<file path="src/rtl/joystick_to_drive_command_core_defines.svh">
// Assertion helpers used by the RTL (jdc_back).
`ifndef JOYSTICK_TO_DRIVE_COMMAND_CORE_DEFINES_SVH
`define JOYSTICK_TO_DRIVE_COMMAND_CORE_DEFINES_SVH

`define JDC_ASSERT_CLK(label, clk, rst_n, prop, msg) \
  label: assert property (@(posedge clk) disable iff (!rst_n) prop) else $error(msg);

`define JDC_ASSERT(label, prop, msg) `JDC_ASSERT_CLK(label, clk_i, rst_ni, prop, msg)

`endif

</file>
<file path="src/rtl/jdc_pkg.sv">
package jdc_pkg;

  localparam int unsigned SAMPLE_W   = 10;
  localparam int unsigned ZONE_W     = 9;
  localparam int unsigned CFG_IDX_W  = 2;
  localparam int unsigned CFG_DATA_W = 10;
  localparam int unsigned SPAN_W     = 16;
  localparam int unsigned NUM_W      = 10;
  localparam int unsigned PROD_W     = 18;
  localparam int unsigned QUO_W      = 8;
  localparam int unsigned SPEED_W    = 8;

  localparam logic [SPEED_W-1:0]  SPEED_MAX      = 8'd220;
  localparam logic [SPEED_W-1:0]  STOP_THRESHOLD = 8'd40;
  localparam logic [SAMPLE_W-1:0] CENTRE_RESET   = 10'd512;
  localparam logic [ZONE_W-1:0]   ZONE_RESET     = 9'd0;

  typedef enum logic [CFG_IDX_W-1:0] {
    CFG_CENTRE_X  = 2'd0,
    CFG_CENTRE_Y  = 2'd1,
    CFG_DEAD_ZONE = 2'd2
  } cfg_idx_e;

  typedef enum logic [2:0] {
    CMD_STOP     = 3'd0,
    CMD_FORWARD  = 3'd1,
    CMD_BACKWARD = 3'd2,
    CMD_RIGHT    = 3'd3,
    CMD_LEFT     = 3'd4
  } cmd_e;

  typedef struct packed {
    logic              active;
    logic              neg;
    logic              sat;
    logic [NUM_W-1:0]  num;
    logic [SPAN_W-1:0] span;
  } axis_cls_t;

  typedef struct packed {
    axis_cls_t x;
    axis_cls_t y;
  } pair_t;

  typedef struct packed {
    logic              active;
    logic              neg;
    logic              sat;
    logic [SPAN_W-1:0] span;
    logic [PROD_W-1:0] rem;
    logic [QUO_W-1:0]  quo;
  } axis_div_t;

  typedef struct packed {
    axis_div_t x;
    axis_div_t y;
  } div_pair_t;

  typedef struct packed {
    cmd_e               cmd;
    logic [SPEED_W-1:0] speed;
  } res_t;

endpackage

</file>
<file path="src/rtl/joystick_to_drive_command_core.sv">
// A pair is classified, held in the mid queue, divided in the pipeline, then queued for output.
// Throughput: one pair per cycle when not stalled; a load stage feeds eight divide-step stages.
// The pipeline stalls as a whole only while the output queue is full.
// Reset (rst_ni low, asynchronous): queues and pipeline emptied, centres 512, dead zone 0.
module joystick_to_drive_command_core #(
  parameter int unsigned SAMPLE_FULL_SCALE = 1023,
  parameter int unsigned QUEUE_DEPTH       = 2
) (
  input  logic                           clk_i,
  input  logic                           rst_ni,
  input  logic                           push,
  output logic                           full,
  input  logic [jdc_pkg::SAMPLE_W-1:0]   x_sample_i,
  input  logic [jdc_pkg::SAMPLE_W-1:0]   y_sample_i,
  output logic                           empty,
  input  logic                           pop,
  output logic [2:0]                     drive_command_o,
  output logic [jdc_pkg::SPEED_W-1:0]    drive_speed_o,
  input  logic                           cfg_valid_i,
  output logic                           cfg_ready_o,
  input  logic [jdc_pkg::CFG_IDX_W-1:0]  cfg_index_i,
  input  logic [jdc_pkg::CFG_DATA_W-1:0] cfg_data_i
);

  import jdc_pkg::*;

  pair_t front_item, mid_item;
  logic  front_push, mid_full, mid_empty, mid_pop;
  res_t  back_res, out_res;
  logic  back_push, out_full;

  jdc_front #(
    .SAMPLE_FULL_SCALE(SAMPLE_FULL_SCALE)
  ) u_front (
    .clk_i       (clk_i),
    .rst_ni      (rst_ni),
    .push_i      (push),
    .full_o      (full),
    .x_sample_i  (x_sample_i),
    .y_sample_i  (y_sample_i),
    .cfg_valid_i (cfg_valid_i),
    .cfg_ready_o (cfg_ready_o),
    .cfg_index_i (cfg_index_i),
    .cfg_data_i  (cfg_data_i),
    .q_full_i    (mid_full),
    .item_o      (front_item),
    .item_push_o (front_push)
  );

  jdc_queue #(
    .T    (pair_t),
    .DEPTH(QUEUE_DEPTH)
  ) u_mid_queue (
    .clk_i  (clk_i),
    .rst_ni (rst_ni),
    .push_i (front_push),
    .data_i (front_item),
    .full_o (mid_full),
    .pop_i  (mid_pop),
    .empty_o(mid_empty),
    .data_o (mid_item)
  );

  jdc_back u_back (
    .clk_i      (clk_i),
    .rst_ni     (rst_ni),
    .mid_empty_i(mid_empty),
    .mid_item_i (mid_item),
    .mid_pop_o  (mid_pop),
    .out_full_i (out_full),
    .res_o      (back_res),
    .res_push_o (back_push)
  );

  jdc_queue #(
    .T    (res_t),
    .DEPTH(QUEUE_DEPTH)
  ) u_out_queue (
    .clk_i  (clk_i),
    .rst_ni (rst_ni),
    .push_i (back_push),
    .data_i (back_res),
    .full_o (out_full),
    .pop_i  (pop),
    .empty_o(empty),
    .data_o (out_res)
  );

  assign drive_command_o = out_res.cmd;
  assign drive_speed_o   = out_res.speed;

endmodule

</file>
<file path="src/rtl/jdc_queue.sv">
module jdc_queue #(
  parameter type         T     = logic,
  parameter int unsigned DEPTH = 2
) (
  input  logic clk_i,
  input  logic rst_ni,
  input  logic push_i,
  input  T     data_i,
  output logic full_o,
  input  logic pop_i,
  output logic empty_o,
  output T     data_o
);

  localparam int unsigned PtrW = (DEPTH > 1) ? $clog2(DEPTH) : 1;
  localparam int unsigned CntW = $clog2(DEPTH + 1);

  T                mem_q [DEPTH];
  logic [PtrW-1:0] wptr_q, wptr_d;
  logic [PtrW-1:0] rptr_q, rptr_d;
  logic [CntW-1:0] cnt_q, cnt_d;
  logic            do_push, do_pop;

  assign full_o  = (cnt_q == CntW'(DEPTH));
  assign empty_o = (cnt_q == '0);
  assign do_push = push_i && !full_o;
  assign do_pop  = pop_i && !empty_o;
  assign data_o  = mem_q[rptr_q];

  always_comb begin
    wptr_d = wptr_q;
    rptr_d = rptr_q;
    cnt_d  = cnt_q;
    if (do_push) begin
      wptr_d = (wptr_q == PtrW'(DEPTH - 1)) ? '0 : wptr_q + 1'b1;
    end
    if (do_pop) begin
      rptr_d = (rptr_q == PtrW'(DEPTH - 1)) ? '0 : rptr_q + 1'b1;
    end
    if (do_push && !do_pop) begin
      cnt_d = cnt_q + 1'b1;
    end else if (do_pop && !do_push) begin
      cnt_d = cnt_q - 1'b1;
    end
  end

  always_ff @(posedge clk_i or negedge rst_ni) begin
    if (!rst_ni) begin
      wptr_q <= '0;
      rptr_q <= '0;
      cnt_q  <= '0;
    end else begin
      wptr_q <= wptr_d;
      rptr_q <= rptr_d;
      cnt_q  <= cnt_d;
    end
  end

  always_ff @(posedge clk_i) begin
    if (do_push) begin
      mem_q[wptr_q] <= data_i;
    end
  end

endmodule

</file>
<file path="src/rtl/jdc_front.sv">
module jdc_front #(
  parameter int unsigned SAMPLE_FULL_SCALE = 1023
) (
  input  logic                             clk_i,
  input  logic                             rst_ni,
  input  logic                             push_i,
  output logic                             full_o,
  input  logic [jdc_pkg::SAMPLE_W-1:0]     x_sample_i,
  input  logic [jdc_pkg::SAMPLE_W-1:0]     y_sample_i,
  input  logic                             cfg_valid_i,
  output logic                             cfg_ready_o,
  input  logic [jdc_pkg::CFG_IDX_W-1:0]    cfg_index_i,
  input  logic [jdc_pkg::CFG_DATA_W-1:0]   cfg_data_i,
  input  logic                             q_full_i,
  output jdc_pkg::pair_t                   item_o,
  output logic                             item_push_o
);

  import jdc_pkg::*;

  localparam int unsigned SpanSW = SPAN_W + 2;
  localparam logic signed [SpanSW-1:0] FullScale = SpanSW'(SAMPLE_FULL_SCALE);

  logic [SAMPLE_W-1:0] centre_x_q, centre_x_d;
  logic [SAMPLE_W-1:0] centre_y_q, centre_y_d;
  logic [ZONE_W-1:0]   zone_q, zone_d;
  logic                cfg_we;

  function automatic axis_cls_t classify(logic [SAMPLE_W-1:0] s, logic [SAMPLE_W-1:0] c,
                                         logic [ZONE_W-1:0] z);
    axis_cls_t                r;
    logic signed [11:0]       d;
    logic signed [11:0]       zs;
    logic signed [SpanSW-1:0] up_span;
    logic                     upper;
    logic                     lower;
    d       = $signed({2'b00, s}) - $signed({2'b00, c});
    zs      = $signed({3'b000, z});
    up_span = FullScale - $signed(SpanSW'(c)) - $signed(SpanSW'(z));
    upper   = (d > zs);
    lower   = (d < -zs);
    r.active = upper || lower;
    r.neg    = lower;
    r.sat    = 1'b0;
    r.num    = '0;
    r.span   = '0;
    if (upper) begin
      r.num = NUM_W'(d - zs);
      if (up_span <= 0) begin
        r.sat = 1'b1;
      end else begin
        r.span = SPAN_W'(up_span);
      end
    end else if (lower) begin
      r.num  = NUM_W'(-d - zs);
      r.span = SPAN_W'(c - SAMPLE_W'(z));
    end
    return r;
  endfunction

  assign cfg_ready_o = 1'b1;
  assign cfg_we      = cfg_valid_i && cfg_ready_o;

  always_comb begin
    centre_x_d = centre_x_q;
    centre_y_d = centre_y_q;
    zone_d     = zone_q;
    if (cfg_we) begin
      case (cfg_index_i)
        CFG_CENTRE_X:  centre_x_d = cfg_data_i;
        CFG_CENTRE_Y:  centre_y_d = cfg_data_i;
        CFG_DEAD_ZONE: zone_d     = cfg_data_i[ZONE_W-1:0];
        default: ;
      endcase
    end
  end

  always_ff @(posedge clk_i or negedge rst_ni) begin
    if (!rst_ni) begin
      centre_x_q <= CENTRE_RESET;
      centre_y_q <= CENTRE_RESET;
      zone_q     <= ZONE_RESET;
    end else begin
      centre_x_q <= centre_x_d;
      centre_y_q <= centre_y_d;
      zone_q     <= zone_d;
    end
  end

  assign full_o      = q_full_i;
  assign item_push_o = push_i && !q_full_i;
  assign item_o.x    = classify(x_sample_i, centre_x_q, zone_q);
  assign item_o.y    = classify(y_sample_i, centre_y_q, zone_q);

endmodule

</file>
<file path="src/rtl/jdc_back.sv">
`include "joystick_to_drive_command_core_defines.svh"

module jdc_back (
  input  logic           clk_i,
  input  logic           rst_ni,
  input  logic           mid_empty_i,
  input  jdc_pkg::pair_t mid_item_i,
  output logic           mid_pop_o,
  input  logic           out_full_i,
  output jdc_pkg::res_t  res_o,
  output logic           res_push_o
);

  import jdc_pkg::*;

  localparam int unsigned NumStages = QUO_W + 1;
  localparam int unsigned Last      = NumStages - 1;
  localparam int unsigned DivW      = SPAN_W + QUO_W;

  div_pair_t          stg_q [NumStages];
  logic [Last:0]      vld_q;
  logic               advance;
  logic [SPEED_W-1:0] mag_x, mag_y;

  function automatic axis_div_t load(axis_cls_t a);
    axis_div_t         r;
    logic [PROD_W-1:0] prod;
    prod     = PROD_W'(a.num) * PROD_W'(SPEED_MAX);
    r.active = a.active;
    r.neg    = a.neg;
    r.span   = a.span;
    r.rem    = prod;
    r.quo    = '0;
    r.sat    = a.sat || (SPAN_W'(prod[PROD_W-1:QUO_W]) >= a.span);
    return r;
  endfunction

  function automatic axis_div_t div_step(axis_div_t a, logic [2:0] k);
    axis_div_t       r;
    logic [DivW-1:0] cmp;
    logic [DivW-1:0] rem_ext;
    r       = a;
    cmp     = DivW'(a.span) << k;
    rem_ext = DivW'(a.rem);
    if (rem_ext >= cmp) begin
      r.rem    = PROD_W'(rem_ext - cmp);
      r.quo[k] = 1'b1;
    end
    return r;
  endfunction

  function automatic logic [SPEED_W-1:0] axis_mag(axis_div_t a);
    logic [SPEED_W-1:0] m;
    if (!a.active) begin
      m = '0;
    end else if (a.sat || (a.quo > SPEED_MAX)) begin
      m = SPEED_MAX;
    end else begin
      m = a.quo;
    end
    return m;
  endfunction

  assign advance    = !(vld_q[Last] && out_full_i);
  assign mid_pop_o  = advance && !mid_empty_i;
  assign res_push_o = vld_q[Last] && advance;

  always_ff @(posedge clk_i or negedge rst_ni) begin
    if (!rst_ni) begin
      vld_q <= '0;
    end else if (advance) begin
      vld_q <= {vld_q[Last-1:0], mid_pop_o};
    end
  end

  always_ff @(posedge clk_i) begin
    if (advance) begin
      stg_q[0].x <= load(mid_item_i.x);
      stg_q[0].y <= load(mid_item_i.y);
    end
  end

  for (genvar i = 1; i < NumStages; i++) begin : g_div
    always_ff @(posedge clk_i) begin
      if (advance) begin
        stg_q[i].x <= div_step(stg_q[i-1].x, 3'(NumStages - 1 - i));
        stg_q[i].y <= div_step(stg_q[i-1].y, 3'(NumStages - 1 - i));
      end
    end
  end

  assign mag_x = axis_mag(stg_q[Last].x);
  assign mag_y = axis_mag(stg_q[Last].y);

  always_comb begin
    if ((mag_x < STOP_THRESHOLD) && (mag_y < STOP_THRESHOLD)) begin
      res_o.cmd   = CMD_STOP;
      res_o.speed = '0;
    end else if (mag_y > mag_x) begin
      res_o.cmd   = stg_q[Last].y.neg ? CMD_FORWARD : CMD_BACKWARD;
      res_o.speed = mag_y;
    end else begin
      res_o.cmd   = stg_q[Last].x.neg ? CMD_LEFT : CMD_RIGHT;
      res_o.speed = mag_x;
    end
  end

  `JDC_ASSERT(a_stall_hold, (vld_q[Last] && out_full_i) |=> (vld_q[Last] && $stable(stg_q[Last])), "stalled result changed")
  `JDC_ASSERT(a_speed_max, res_push_o |-> (res_o.speed <= SPEED_MAX), "speed above limit")
  `JDC_ASSERT(a_stop_zero, (res_push_o && (res_o.cmd == CMD_STOP)) |-> (res_o.speed == '0), "stop with nonzero speed")
  `JDC_ASSERT(a_move_min, (res_push_o && (res_o.cmd != CMD_STOP)) |-> (res_o.speed >= STOP_THRESHOLD), "move below threshold")

endmodule
</file>
<file path="config.mk">
export PLATFORM = sky130hd
export DESIGN_NAME = joystick_to_drive_command_core
export DESIGN_NICKNAME = d
export VERILOG_FILES = /design/src/rtl/jdc_pkg.sv /design/src/rtl/joystick_to_drive_command_core.sv /design/src/rtl/jdc_queue.sv /design/src/rtl/jdc_front.sv /design/src/rtl/jdc_back.sv
export VERILOG_INCLUDE_DIRS = /design/src /design/src/rtl
export SDC_FILE = /design/constraint.sdc
export NUM_CORES = 2
export LEC_CHECK = 0
export BUFFER_PORTS_ARGS = -buffer_cell sky130_fd_sc_hd__buf_2
export CAP_MARGIN = 25
export CORE_AREA = 2 2 273 302
export CTS_BUF_LIST = sky130_fd_sc_hd__clkbuf_4
export DETAILED_ROUTE_END_ITERATION = 6
export DIE_AREA = 0 0 275 304
export PLACE_DENSITY = 0.84
export SLEW_MARGIN = 20
export SYNTH_ARGS = -nofsm -noshare
export SYNTH_HDL_FRONTEND = slang
export SYNTH_HIERARCHICAL = 1
export SYNTH_SLANG_ARGS = --single-unit
</file>
<file path="constraint.sdc">
create_clock -name clk_i -period 26.6 [get_ports clk_i]
set_input_delay 0 -clock clk_i [delete_from_list [all_inputs] [get_ports clk_i]]
set_output_delay 0 -clock clk_i [all_outputs]
set_load 0.01 [all_outputs]
</file>
==> results.toml <==
[outcome]
status = "complete, but fails checks"
violations = "DRC"

[logic_synthesis]
ys_ff_latch = 824
synth.avg_cell_area_um2 = 11.64
synth_top_area_share_pct = 48.88
synth.most_common_cell = "edfxtp_1"
async_flop_share_pct = 5.583
synth_edf_count = 778
synthCells = 4105
synthTopCellsByArea = "edfxtp_1 49%, ha_1 12%, inv_1 4.1%"
yosys_warnings = 6
yosysTopAreaCell = "edfxtp_1"
yosysSeqAreaShare_pct = 51.29
ys_types = 98
synth_area_mm2 = 0.04780
synth.net_count = 4661
ys_dominant_reg_cell = "edfxtp_1"
netlist_top_cells_count = "778 x edfxtp_1, 528 x inv_1, 451 x ha_1"

[cts]
clk-insertion-delay-late_ps = 1050
path_clk_slew_ps = 80
cts_max_level = 4
cts_sinks = 824
clock_path_buffers = 3
tritoncts = "done"
cts_made_buffers = 193
clock-root-buffer = "clkbuf_4"
post_cts_buffers = 0

[die]
initial_core_util_pct = 59.06
fp-row-count = 110
fp.dieW_um = 275
ios = 51
die-area_mm2 = 0.08360
core_mm2 = 0.08093
die-height_um = 304

[layout]
fin_cells = 5573
nets = 4909
fin_area_mm2 = 0.05231
area_growth_pct = 9.444
drive_gt1_share_pct = 12.80
final_util_pct = 64.64

[worst_setup_path]
critPathKind = "register to register"
r2r_setup_slack_ps = 20750
cp.arrival_ps = 6610
cp_num_buf_inv = 1
r2r_end = "u_back/stg_q[0][42]"
end_kind = "register"
cp_max_fo = 32
crit_top_cell = "o21ai_0"
cpMaxStageDelayCell = "dfrtp_2"
rr_startpoint = "u_mid_queue/rptr_q"
path_cells = "buf_4 -> mux2_2 -> fa_1 -> ha_1 -> fa_1 -> ha_1 -> nor2b_1 -> o21ai_0 -> a21boi_0 -> o21ai_0 -> nand2_1 -> a21o_1 -> a21oi_1 -> xnor2_1 -> ha_1 -> o21ai_0 -> o21ai_0 -> o211ai_1 -> a21oi_1"
required_ps = 27360
cp.depth = 19
crit_path_end = "u_back/stg_q[0][42]"
critPathTopFamily = "adder cells"
cp-start-kind = "register"
slowest_delay_ps = 820
r2r_cells = 19
startpoint = "u_mid_queue/rptr_q"

[hold_path]
hp-class = "input port to register"

[sta]
hold_viol = 0
rsz0062_at_grt = "false"
finalSetupTns_ps = 0
finalSetupViolCount = 0
tightestPinTransition_ps = 1028
max_slew_margin_pct = 31.47
slew_viol_final = 0
finalCritPeriodShare_pct = 21.98
fin_crit_ps = 5848
max_freq_ghz = 0.1710
clock_skew_ps = 88.71

[grt]
grt_pass1_wl_mm = 146.1
antenna_found_initial = 3
grt_max_degree = 200
grt_use_total_pct = 21.31
grt.overflow.total = 0
grt_pass1_vias = 32090

[placement]
dp_cells = 5172
place_area_mm2 = 0.04921
port_buffers = 49
place_congestion = 0.9064
hpwlAfterDp_mm = 64.36

[detailed_routing]
drt-pass1-iter-count = 7
wire_per_inst_um = 15.90
drc = 3
postRouteAntennaNets = 0
vias = 31490
wl_mm = 88.59
vias_per_cell = 5.650
drt_iter0_drc = 1706

[job]
drv_cap = 0
## kinds of logic (layout without fill, tap and decap cells)
group / after synthesis / in the layout / synth area share (%)
AND/OR/NAND/NOR: 880 / 880 / 9.018
multiplexers: 155 / 155 / 3.691
XOR/XNOR: 205 / 205 / 3.772
buffers and inverters: 601 / 995 / 4.981
other: 1 / 11 / 0.007845
flip-flops: 824 / 824 / 51.29
AO/OA/AOI/OAI: 918 / 918 / 12.54
adder cells (fa/ha/maj): 521 / 521 / 14.70
## per-stage QoR
stage	worst slack [ps]	hold slack [ps]
after global placement	20870	143.3
after detailed placement	20780	157.0
final	20750	159.6
after global routing	20410	67.31
after CTS	20760	7.439
after floorplan	10100	-295.6
## final cells by class
class / count / area (um^2)
clock inverters: 55 / 409.1
multi-input cells: 2680 / 20930
inverters: 531 / 1993
clock buffers: 286 / 2147
flip-flops and latches: 824 / 24520
well taps: 1064 / 1331
diodes: 10 / 25.02
fillers: 5854 / 28610
repair buffers: 123 / 960.9
## registers in the layout, indices dropped and copies added, names as in the netlist, 2 cells and up
signal and cells:
u_back/vld_q 9, u_front/centre_x_q 10, u_mid_queue/mem_q 116, u_out_queue/mem_q 22, u_out_queue/cnt_q 2, u_back/stg_q 640, u_front/centre_y_q 10, u_front/zone_q 9
u_mid_queue/cnt_q 2
## worst register-to-register path, stage by stage, from the launching register on
cell and delay, ps:
dfrtp_2 820, buf_4 490, mux2_2 470, fa_1 490, ha_1 350, fa_1 500, ha_1 350, nor2b_1 140
o21ai_0 190, a21boi_0 150, o21ai_0 260, nand2_1 130, a21o_1 200, a21oi_1 180, xnor2_1 170, ha_1 260
o21ai_0 150, o21ai_0 90, o211ai_1 100, a21oi_1 80
## layout by cell type (no fill, tap or decap), types with 117 or more instances in the layout
cell type / instances
edfxtp_1: 778
xnor2_1: 129
clkbuf_4: 286
ha_1: 451
inv_1: 528
nor2_1: 204
o21ai_0: 221
a21oi_1: 225
mux2_2: 117
nand2_1: 231
## routing by layer
metal	vias to the layer above	routed length [um]	share of wire (%)	global-route usage (%)
met2	768	47100	53	39.21
met5	-	27	0.030	0
met3	236	3513	4.0	3.906
li1	15520	-	-	-
met4	4	3282	3.7	10.62
met1	14960	34660	39	23.22
## what timing repair did
action | 4_1_cts | 5_1_grt
endpoints found under the hold margin | 209 | 0
gates resized for setup | 0 | 0
hold buffers | 45 | 0
## how the worst min path moves through the flow
| stage | from | end | slack [ps] | cells past startpoint |
|---|---|---|---|---|
| 6_report | cfg_valid_i | u_front/centre_x_q[9] | 160 | 6 |
| 5_1_grt | cfg_valid_i | u_front/centre_x_q[8] | 70 | 5 |
| 4_1_cts | x_sample_i[7] | u_mid_queue/mem_q[0][52] | 7 | 7 |
| 3_5_place_dp | rst_ni | u_front/centre_x_q[1] | 160 | 2 |
| 3_3_place_gp | rst_ni | u_front/centre_x_q[1] | 140 | 2 |
| 2_1_floorplan | rst_ni | u_back/vld_q[0] | -300 | 0 |
Power is left out: the tool's default activity adds up to more than one toggle a clock period on the data nets, which glitch-free logic cannot reach.
